===== src/rtl/core/olis_pkg.sv =====
package olis_pkg;

    localparam int LIMB_W = 64;
    localparam int PROD_W = 2 * LIMB_W;
    localparam int HALF_W = LIMB_W / 2;
    localparam int COUNT_W = 7;

    // Inverses of the odd bytes modulo 256, indexed by bits 7:1 of the byte.
    localparam logic [7:0] SEED_INV [128] = '{
        8'd1,   8'd171, 8'd205, 8'd183, 8'd57,  8'd163, 8'd197, 8'd239,
        8'd241, 8'd27,  8'd61,  8'd167, 8'd41,  8'd19,  8'd53,  8'd223,
        8'd225, 8'd139, 8'd173, 8'd151, 8'd25,  8'd131, 8'd165, 8'd207,
        8'd209, 8'd251, 8'd29,  8'd135, 8'd9,   8'd243, 8'd21,  8'd191,
        8'd193, 8'd107, 8'd141, 8'd119, 8'd249, 8'd99,  8'd133, 8'd175,
        8'd177, 8'd219, 8'd253, 8'd103, 8'd233, 8'd211, 8'd245, 8'd159,
        8'd161, 8'd75,  8'd109, 8'd87,  8'd217, 8'd67,  8'd101, 8'd143,
        8'd145, 8'd187, 8'd221, 8'd71,  8'd201, 8'd179, 8'd213, 8'd127,
        8'd129, 8'd43,  8'd77,  8'd55,  8'd185, 8'd35,  8'd69,  8'd111,
        8'd113, 8'd155, 8'd189, 8'd39,  8'd169, 8'd147, 8'd181, 8'd95,
        8'd97,  8'd11,  8'd45,  8'd23,  8'd153, 8'd3,   8'd37,  8'd79,
        8'd81,  8'd123, 8'd157, 8'd7,   8'd137, 8'd115, 8'd149, 8'd63,
        8'd65,  8'd235, 8'd13,  8'd247, 8'd121, 8'd227, 8'd5,   8'd47,
        8'd49,  8'd91,  8'd125, 8'd231, 8'd105, 8'd83,  8'd117, 8'd31,
        8'd33,  8'd203, 8'd237, 8'd215, 8'd89,  8'd195, 8'd229, 8'd15,
        8'd17,  8'd59,  8'd93,  8'd199, 8'd73,  8'd51,  8'd85,  8'd255
    };

    typedef struct packed {
        logic              start;
        logic [LIMB_W-1:0] x;
        logic [LIMB_W-1:0] y;
    } mul_req_t;

    typedef struct packed {
        logic              done;
        logic [PROD_W-1:0] prod;
    } mul_rsp_t;

    function automatic logic [7:0] seed_lookup(input logic [6:0] idx);
        seed_lookup = SEED_INV[idx];
    endfunction

endpackage


===== src/rtl/core/olis_ifs.sv =====
interface olis_in_if;
    logic                          valid;
    logic                          ready;
    logic [olis_pkg::LIMB_W-1:0]   operand;
    logic [olis_pkg::COUNT_W-1:0]  limb_count;

    modport source (output valid, output operand, output limb_count, input ready);
    modport sink (input valid, input operand, input limb_count, output ready);
endinterface

interface olis_out_if;
    logic                          valid;
    logic                          ready;
    logic [olis_pkg::LIMB_W-1:0]   limb;
    logic                          last;
    logic                          error;

    modport source (output valid, output limb, output last, output error, input ready);
    modport sink (input valid, input limb, input last, input error, output ready);
endinterface


===== src/rtl/core/olis_mul.sv =====
module olis_mul (
    input  logic              clk,
    input  logic              rst_n,
    input  olis_pkg::mul_req_t req,
    output olis_pkg::mul_rsp_t rsp
);
    import olis_pkg::*;

    logic [LIMB_W-1:0] x_reg;
    logic [LIMB_W-1:0] y_reg;
    logic [2:0]        cnt_reg;
    logic              busy_reg;
    logic              done_reg;
    logic [LIMB_W-1:0] pp_reg;
    logic [1:0]        sh_reg;
    logic [PROD_W-1:0] acc_reg;

    logic [HALF_W-1:0] xs;
    logic [HALF_W-1:0] ys;
    logic [PROD_W-1:0] pp_shifted;

    // Partial products in the order lo*lo, lo*hi, hi*lo, hi*hi.
    assign xs = cnt_reg[1] ? x_reg[LIMB_W-1:HALF_W] : x_reg[HALF_W-1:0];
    assign ys = cnt_reg[0] ? y_reg[LIMB_W-1:HALF_W] : y_reg[HALF_W-1:0];

    always_comb
    begin
        unique case (sh_reg)
            2'd0:    pp_shifted = {{LIMB_W{1'b0}}, pp_reg};
            2'd1:    pp_shifted = {{HALF_W{1'b0}}, pp_reg, {HALF_W{1'b0}}};
            2'd2:    pp_shifted = {pp_reg, {LIMB_W{1'b0}}};
            default: pp_shifted = {PROD_W{1'b0}};
        endcase
    end

    always_ff @(posedge clk or negedge rst_n)
    begin
        if (!rst_n)
        begin
            busy_reg <= 1'b0;
            done_reg <= 1'b0;
            cnt_reg  <= 3'd0;
        end
        else
        begin
            done_reg <= 1'b0;
            if (req.start)
            begin
                busy_reg <= 1'b1;
                cnt_reg  <= 3'd0;
            end
            else if (busy_reg)
            begin
                cnt_reg <= cnt_reg + 3'd1;
                if (cnt_reg == 3'd4)
                begin
                    busy_reg <= 1'b0;
                    done_reg <= 1'b1;
                end
            end
        end
    end

    always_ff @(posedge clk)
    begin
        if (req.start)
        begin
            x_reg   <= req.x;
            y_reg   <= req.y;
            acc_reg <= {PROD_W{1'b0}};
        end
        else if (busy_reg)
        begin
            if (cnt_reg != 3'd4)
            begin
                pp_reg <= xs * ys;
                sh_reg <= 2'(cnt_reg[1]) + 2'(cnt_reg[0]);
            end
            if (cnt_reg != 3'd0)
            begin
                acc_reg <= acc_reg + pp_shifted;
            end
        end
    end

    assign rsp.done = done_reg;
    assign rsp.prod = acc_reg;

endmodule


===== src/rtl/core/odd_limb_inverse_limb_stream_unit.sv =====
// Channel | Dir  | Payload                        | Transfer when
// in_ch   | sink | operand[63:0], limb_count[6:0] | valid && ready
// out_ch  | src  | limb[63:0], last, error        | valid && ready
//
// Every 64-bit product goes through one shared 32x32 multiplier, four partial
// products accumulated into a 128-bit register. The first limb needs a seed
// lookup and six products; each later limb needs two dependent products.
// An even operand goes straight from idle to the emit state and then gives its
// single error result through the output register.
// Input is accepted only when idle; a stalled output holds the sequencer.
// Asynchronous active-low reset returns the block to idle with no output.
module odd_limb_inverse_limb_stream_unit #(
    parameter int MAX_LIMBS = 64
) (
    input  logic    clk,
    input  logic    rst_n,
    olis_in_if.sink   in_ch,
    olis_out_if.source out_ch
);
    import olis_pkg::*;

    localparam int CNT_W = (MAX_LIMBS > 1) ? $clog2(MAX_LIMBS + 1) : 1;
    localparam int CMP_W = (CNT_W > COUNT_W) ? CNT_W : COUNT_W;

    typedef enum logic [3:0] {
        S_IDLE  = 4'b0001,
        S_ISSUE = 4'b0010,
        S_MUL   = 4'b0100,
        S_EMIT  = 4'b1000
    } state_t;

    // Newton steps on the seed, then the limb loop (P: next limb, K: carry).
    typedef enum logic [2:0] {
        OP_E0 = 3'd0,
        OP_R1 = 3'd1,
        OP_E1 = 3'd2,
        OP_R2 = 3'd3,
        OP_E2 = 3'd4,
        OP_R3 = 3'd5,
        OP_P  = 3'd6,
        OP_K  = 3'd7
    } op_t;

    state_t            state_reg, state_next;
    op_t               op_reg, op_next;
    logic [LIMB_W-1:0] a_reg, a_next;
    logic [LIMB_W-1:0] r_reg, r_next;
    logic [LIMB_W-1:0] e_reg, e_next;
    logic [LIMB_W-1:0] k_reg, k_next;
    logic [LIMB_W-1:0] p_reg, p_next;
    logic [CNT_W-1:0]  rem_reg, rem_next;
    logic              err_reg, err_next;
    logic              out_valid_reg, out_valid_next;
    logic [LIMB_W-1:0] out_limb_reg, out_limb_next;
    logic              out_last_reg, out_last_next;
    logic              out_err_reg, out_err_next;

    mul_req_t          mreq;
    mul_rsp_t          mrsp;
    logic [LIMB_W-1:0] lo;
    logic [LIMB_W-1:0] hi;
    logic [LIMB_W:0]   carry_sum;
    logic [CMP_W-1:0]  n_ext;
    logic [CMP_W-1:0]  n_clamped;
    logic              is_last;
    logic              out_free;

    olis_mul u_mul (
        .clk   (clk),
        .rst_n (rst_n),
        .req   (mreq),
        .rsp   (mrsp)
    );

    assign lo        = mrsp.prod[LIMB_W-1:0];
    assign hi        = mrsp.prod[PROD_W-1:LIMB_W];
    assign carry_sum = {1'b0, k_reg} + {1'b0, lo};
    assign is_last   = err_reg || (rem_reg == CNT_W'(1));
    assign out_free  = !out_valid_reg || out_ch.ready;

    always_comb
    begin
        n_ext = CMP_W'(in_ch.limb_count);
        priority if (n_ext == '0)
            n_clamped = CMP_W'(1);
        else if (n_ext > CMP_W'(MAX_LIMBS))
            n_clamped = CMP_W'(MAX_LIMBS);
        else
            n_clamped = n_ext;
    end

    always_comb
    begin
        mreq.start = (state_reg == S_ISSUE);
        unique case (op_reg)
            OP_E0:
            begin
                mreq.x = a_reg;
                mreq.y = r_reg;
            end
            OP_R1, OP_R2, OP_R3:
            begin
                mreq.x = r_reg;
                mreq.y = e_reg + LIMB_W'(1);
            end
            OP_E1, OP_E2:
            begin
                mreq.x = e_reg;
                mreq.y = e_reg;
            end
            OP_P:
            begin
                mreq.x = {LIMB_W{1'b0}} - r_reg;
                mreq.y = k_reg;
            end
            OP_K:
            begin
                mreq.x = p_reg;
                mreq.y = a_reg;
            end
            default:
            begin
                mreq.x = a_reg;
                mreq.y = r_reg;
            end
        endcase
    end

    always_comb
    begin
        state_next     = state_reg;
        op_next        = op_reg;
        a_next         = a_reg;
        r_next         = r_reg;
        e_next         = e_reg;
        k_next         = k_reg;
        p_next         = p_reg;
        rem_next       = rem_reg;
        err_next       = err_reg;
        out_valid_next = out_valid_reg && !out_ch.ready;
        out_limb_next  = out_limb_reg;
        out_last_next  = out_last_reg;
        out_err_next   = out_err_reg;

        unique case (state_reg)
            S_IDLE:
            begin
                if (in_ch.valid)
                begin
                    a_next   = in_ch.operand;
                    rem_next = CNT_W'(n_clamped);
                    r_next   = {{(LIMB_W-8){1'b0}}, seed_lookup(in_ch.operand[7:1])};
                    op_next  = OP_E0;
                    if (!in_ch.operand[0])
                    begin
                        err_next   = 1'b1;
                        p_next     = {LIMB_W{1'b0}};
                        state_next = S_EMIT;
                    end
                    else
                    begin
                        err_next   = 1'b0;
                        state_next = S_ISSUE;
                    end
                end
            end
            S_ISSUE:
            begin
                state_next = S_MUL;
            end
            S_MUL:
            begin
                if (mrsp.done)
                begin
                    state_next = S_ISSUE;
                    unique case (op_reg)
                        OP_E0:
                        begin
                            e_next  = LIMB_W'(1) - lo;
                            op_next = OP_R1;
                        end
                        OP_R1:
                        begin
                            r_next  = lo;
                            op_next = OP_E1;
                        end
                        OP_E1:
                        begin
                            e_next  = lo;
                            op_next = OP_R2;
                        end
                        OP_R2:
                        begin
                            r_next  = lo;
                            op_next = OP_E2;
                        end
                        OP_E2:
                        begin
                            e_next  = lo;
                            op_next = OP_R3;
                        end
                        OP_R3:
                        begin
                            // The first carry is the high half of inv*a, which
                            // the carry step gives when started from zero.
                            r_next     = lo;
                            p_next     = lo;
                            k_next     = {LIMB_W{1'b0}};
                            state_next = S_EMIT;
                        end
                        OP_P:
                        begin
                            p_next     = lo;
                            state_next = S_EMIT;
                        end
                        OP_K:
                        begin
                            k_next  = hi + LIMB_W'(carry_sum[LIMB_W]);
                            op_next = OP_P;
                        end
                        default:
                        begin
                            op_next = OP_E0;
                        end
                    endcase
                end
            end
            S_EMIT:
            begin
                if (out_free)
                begin
                    out_valid_next = 1'b1;
                    out_limb_next  = p_reg;
                    out_last_next  = is_last;
                    out_err_next   = err_reg;
                    rem_next       = rem_reg - CNT_W'(1);
                    if (is_last)
                    begin
                        state_next = S_IDLE;
                    end
                    else
                    begin
                        op_next    = OP_K;
                        state_next = S_ISSUE;
                    end
                end
            end
            default:
            begin
                state_next = S_IDLE;
            end
        endcase
    end

    always_ff @(posedge clk or negedge rst_n)
    begin
        if (!rst_n)
        begin
            state_reg     <= S_IDLE;
            op_reg        <= OP_E0;
            out_valid_reg <= 1'b0;
            rem_reg       <= '0;
            err_reg       <= 1'b0;
        end
        else
        begin
            state_reg     <= state_next;
            op_reg        <= op_next;
            out_valid_reg <= out_valid_next;
            rem_reg       <= rem_next;
            err_reg       <= err_next;
        end
    end

    always_ff @(posedge clk)
    begin
        a_reg        <= a_next;
        r_reg        <= r_next;
        e_reg        <= e_next;
        k_reg        <= k_next;
        p_reg        <= p_next;
        out_limb_reg <= out_limb_next;
        out_last_reg <= out_last_next;
        out_err_reg  <= out_err_next;
    end

    assign in_ch.ready  = (state_reg == S_IDLE);
    assign out_ch.valid = out_valid_reg;
    assign out_ch.limb  = out_limb_reg;
    assign out_ch.last  = out_last_reg;
    assign out_ch.error = out_err_reg;

endmodule


===== src/flat_wrapper.sv =====
// flat-port wrapper written by rule: the top's interface ports become plain ports
module odd_limb_inverse_limb_stream_unit_flat import olis_pkg::*;
#(
    parameter int MAX_LIMBS = 64
)
  (clk, rst_n, in_ch_valid, in_ch_operand, in_ch_limb_count, in_ch_ready, out_ch_valid, out_ch_limb, out_ch_last, out_ch_error, out_ch_ready);
  olis_in_if in_ch_i ();
  olis_out_if out_ch_i ();
  input  logic clk;
  input  logic rst_n;
  input wire logic [$bits(in_ch_i.valid)-1:0] in_ch_valid;
  input wire logic [$bits(in_ch_i.operand)-1:0] in_ch_operand;
  input wire logic [$bits(in_ch_i.limb_count)-1:0] in_ch_limb_count;
  output wire logic [$bits(in_ch_i.ready)-1:0] in_ch_ready;
  output wire logic [$bits(out_ch_i.valid)-1:0] out_ch_valid;
  output wire logic [$bits(out_ch_i.limb)-1:0] out_ch_limb;
  output wire logic [$bits(out_ch_i.last)-1:0] out_ch_last;
  output wire logic [$bits(out_ch_i.error)-1:0] out_ch_error;
  input wire logic [$bits(out_ch_i.ready)-1:0] out_ch_ready;
  assign in_ch_i.valid = in_ch_valid;
  assign in_ch_i.operand = in_ch_operand;
  assign in_ch_i.limb_count = in_ch_limb_count;
  assign in_ch_ready = in_ch_i.ready;
  assign out_ch_valid = out_ch_i.valid;
  assign out_ch_limb = out_ch_i.limb;
  assign out_ch_last = out_ch_i.last;
  assign out_ch_error = out_ch_i.error;
  assign out_ch_i.ready = out_ch_ready;
  odd_limb_inverse_limb_stream_unit #(.MAX_LIMBS(MAX_LIMBS)) u_core (.clk(clk), .rst_n(rst_n), .in_ch(in_ch_i), .out_ch(out_ch_i));
endmodule

===== config.mk =====
export PLATFORM = sky130hd
export DESIGN_NAME = odd_limb_inverse_limb_stream_unit_flat
export DESIGN_NICKNAME = d
export VERILOG_FILES = /design/src/rtl/core/olis_pkg.sv /design/src/rtl/core/olis_ifs.sv /design/src/rtl/core/olis_mul.sv /design/src/rtl/core/odd_limb_inverse_limb_stream_unit.sv /design/src/flat_wrapper.sv
export SDC_FILE = /design/constraint.sdc
export NUM_CORES = 2
export LEC_CHECK = 0
export ABC_CLOCK_PERIOD_IN_PS = 11150
export BUFFER_PORTS_ARGS = -buffer_cell sky130_fd_sc_hd__buf_2
export CAP_MARGIN = 10
export CORE_UTILIZATION = 57
export CTS_CLUSTER_DIAMETER = 80
export DETAILED_ROUTE_END_ITERATION = 8
export GPL_TIMING_DRIVEN = 0
export PLACE_DENSITY = 0.84
export SLEW_MARGIN = 10
export SYNTH_ARGS = -nofsm -noshare
export SYNTH_HDL_FRONTEND = slang
export SYNTH_SLANG_ARGS = --single-unit

===== constraint.sdc =====
create_clock -name clk -period 11.15 [get_ports clk]
set_input_delay 1.6725 -clock clk [delete_from_list [all_inputs] [get_ports clk]]
set_output_delay 1.6725 -clock clk [all_outputs]
set_load 0.01 [all_outputs]

==> results.ini <==
[outcome]
status=finished, violations left
violations=design-rule violations

[global_routing]
antenna_found_initial=25
grt_use_met3=0.2353
grt_pass1_vias=66520
grt_pass1_wl_mm=483.2
met2_usage=0.6743
grt_max_degree=59
grtUsageTotal=0.5063
globalRouteOverflowTotal=0
grt_busiest_layer=met2
met1_usage=0.6556

[place]
dp_hpwl_mm=284.2
dp_cells=10380
dp_slack_ps=-1102
port_buffers=142
place.gp.congestion=1.114

[critical_path]
worst_setup_path_end_kind=flop
crit_top_cell=fa_1
path_max_fanout=10
worst_path_largest_cell_delay_ps=1010
cp-start-kind=flop
crit_family=adder cells
path_class=reg2reg
worstPathArrival_ps=11580
critPathBufInv=8
required_ps=11630
cp_slowest_cell=mux2i_2

[timing]
tightest_slew_ps=1409
setup_ws_ps=55.40
finalClockSkew_ps=51.92
min_period_ps=11090
finalHoldViolCount=0
slew_violations=0
slew_headroom=0.06067
setup_viol=0
fmax_ghz=0.09013
post-route-period-util=0.9950

[cts]
clock-sinks=729
cts_buffer_depth=3
htreeDepth=3
root_buffer=clkbuf_16
clk_pin_slew_worst_paths_ps=70
cts_tree=yes
clkLatencyLatePin_ps=740
cts_buffers=86

[final_layout]
utilization=0.6289
syn2layout_area_growth_pct=9.452
final_common_cell=nor2_1
final_cell_mix=nor2_1 (1149), inv_1 (1003), nand2_1 (923)
largest_register_ffs=128
final_cells=10570
drive_above_1_share=0.06970
finish.net_count=10140

[yosys]
synth.distinct_cells=101
synthXorXnorAreaFrac=0.04734
synth_top_cell_area_share=0.2339
synth.avg_cell_area_um2=9.120
synth_top_family_by_area=adder cells
ys_async_sr_fraction=0.02881
synth_edf_count=580
ys_ff_latch=729
synth_cells=8419
synth_mux_area_frac=0.02301
ys_seq_area_frac=0.2671
synthAdderAreaFrac=0.3098
ys.flop_type=edfxtp_1
ys_top_cells_by_area=fa_1 (23%), edfxtp_1 (23%), ha_1 (7.6%), nor2_1 (5.6%), inv_1 (4.9%)
yosys_warnings=0
synth-compound-area-share=0.1205
synth_area_mm2=0.07678
synth_simple_gate_area_frac=0.1614
syn_nets=9857
yosysTopAreaCell=fa_1

[route]
dr.pass1.iters=9
dr.first_iter.drc_count=10900
viasPerCell=6.595
wl_per_cell_um=32.64
drc=48
ant_nets=0
vias=69720
wirelength_mm=345.1

[job]
max-cap-violations=0

[floorplanning]
pin_count=143
dieArea_mm2=0.1362
coreArea_mm2=0.1336
num_rows=134
initial_core_util=0.5746
die_x_um=369.0
die_h_um=369.0

[worst_hold_path]
hold_path_class=reg2reg

## stage by stage
| stage | setup TNS [ps] | hold WS, ps | area [µm²] |
|---|---|---|---|
| global placement | -494970 | 442.5 | 79700 |
| global route | -221.0 | 480.3 | 83990 |
| detailed placement | -11210 | 453.4 | 80590 |
| CTS | 0 | 461.6 | 83790 |
| floorplan | 0 | 420.8 | 76780 |
| finish | 0 | 463.6 | 84040 |
## per-layer routing
| metal | share of wire | up-vias |
|---|---|---|
| li1 | - | 28630 |
| met1 | 0.36 | 34100 |
| met2 | 0.39 | 5795 |
| met3 | 0.17 | 1185 |
| met4 | 0.082 | 10 |
| met5 | 0.00060 | - |
## synth_stat cells (42+ instances only)
master    instances
dfxtp_1         128
and2_1          144
xor2_1          168
clkbuf_1        406
nor2_1         1150
nand2b_1         47
and3_1           42
xnor2_1         247
o21bai_1         53
mux2_2           62
o21ai_0         292
a21o_1          139
a21oi_1         613
a221oi_1         63
fa_1            897
nand3_1          88
edfxtp_1        580
mux2i_1         100
nor3_1           69
inv_1          1004
nand4_1         123
ha_1            466
o22ai_1          69
nand2_1         923
## cell families (layout without fill, tap and decap cells)
| kind of cell | Yosys count | in the layout |
|---|---|---|
| AOI/OAI and AO/OA | 1512 | 1512 |
| buffers and inverters | 1444 | 1805 |
| and+or+nand+nor | 2791 | 2791 |
| muxes | 165 | 165 |
| other | 0 | 23 |
| xor gates and xnor gates | 415 | 415 |
| DFF | 729 | 729 |
| adders and majority gates | 1363 | 1363 |
## cell type report
cell class	instances	area, µm²
Fill cell	11250	49590
Tap cell	1768	2212
Sequential cell	729	20510
Buffer	434	1745
Timing Repair Buffer	204	1503
Inverter	1005	3775
Clock inverter	64	777.0
Clock buffer	98	2248
Multi-Input combinational cell	6246	51210
Antenna cell	23	57.56
## worst paths after layout
check	startpoint	depth (start not counted)	end	slack, ps
worst min register to register	u_core.p_reg[11]	0	u_core.out_ch.limb[11]	460
worst min-delay path	u_core.p_reg[11]	0	u_core.out_ch.limb[11]	460
max in group asynchronous	rst_n	1	u_core.u_mul.busy_reg	9690
min in group asynchronous	rst_n	1	u_core.rem_reg[4]	990
worst max-delay path	u_core.u_mul.cnt_reg[0]	30	u_core.u_mul.pp_reg[62]	60
worst max register to register	u_core.u_mul.cnt_reg[0]	30	u_core.u_mul.pp_reg[62]	60
## worst register-to-register path, delay by kind of cell, from the launching register on
family	cells	cell delay (ps)
adder cells (fa/ha/maj)	9	4200
buffers and inverters	8	2180
AO/OA/AOI/OAI	7	1950
multiplexers	1	1030
AND/OR/NAND/NOR	4	990
flip-flops	1	370
XOR/XNOR	1	130
## repair_timing
item                       in CTS  in global routing
setup endpoints to repair      21                 15
hold buffers                    0                  0
buffers inserted                4                  3
pin swaps                       0                  0
resized for setup              41                126
cloned                          0                  0
Power is not shown: default switching activity piles up to over one toggle a cycle in this logic, so the estimate is an artifact.
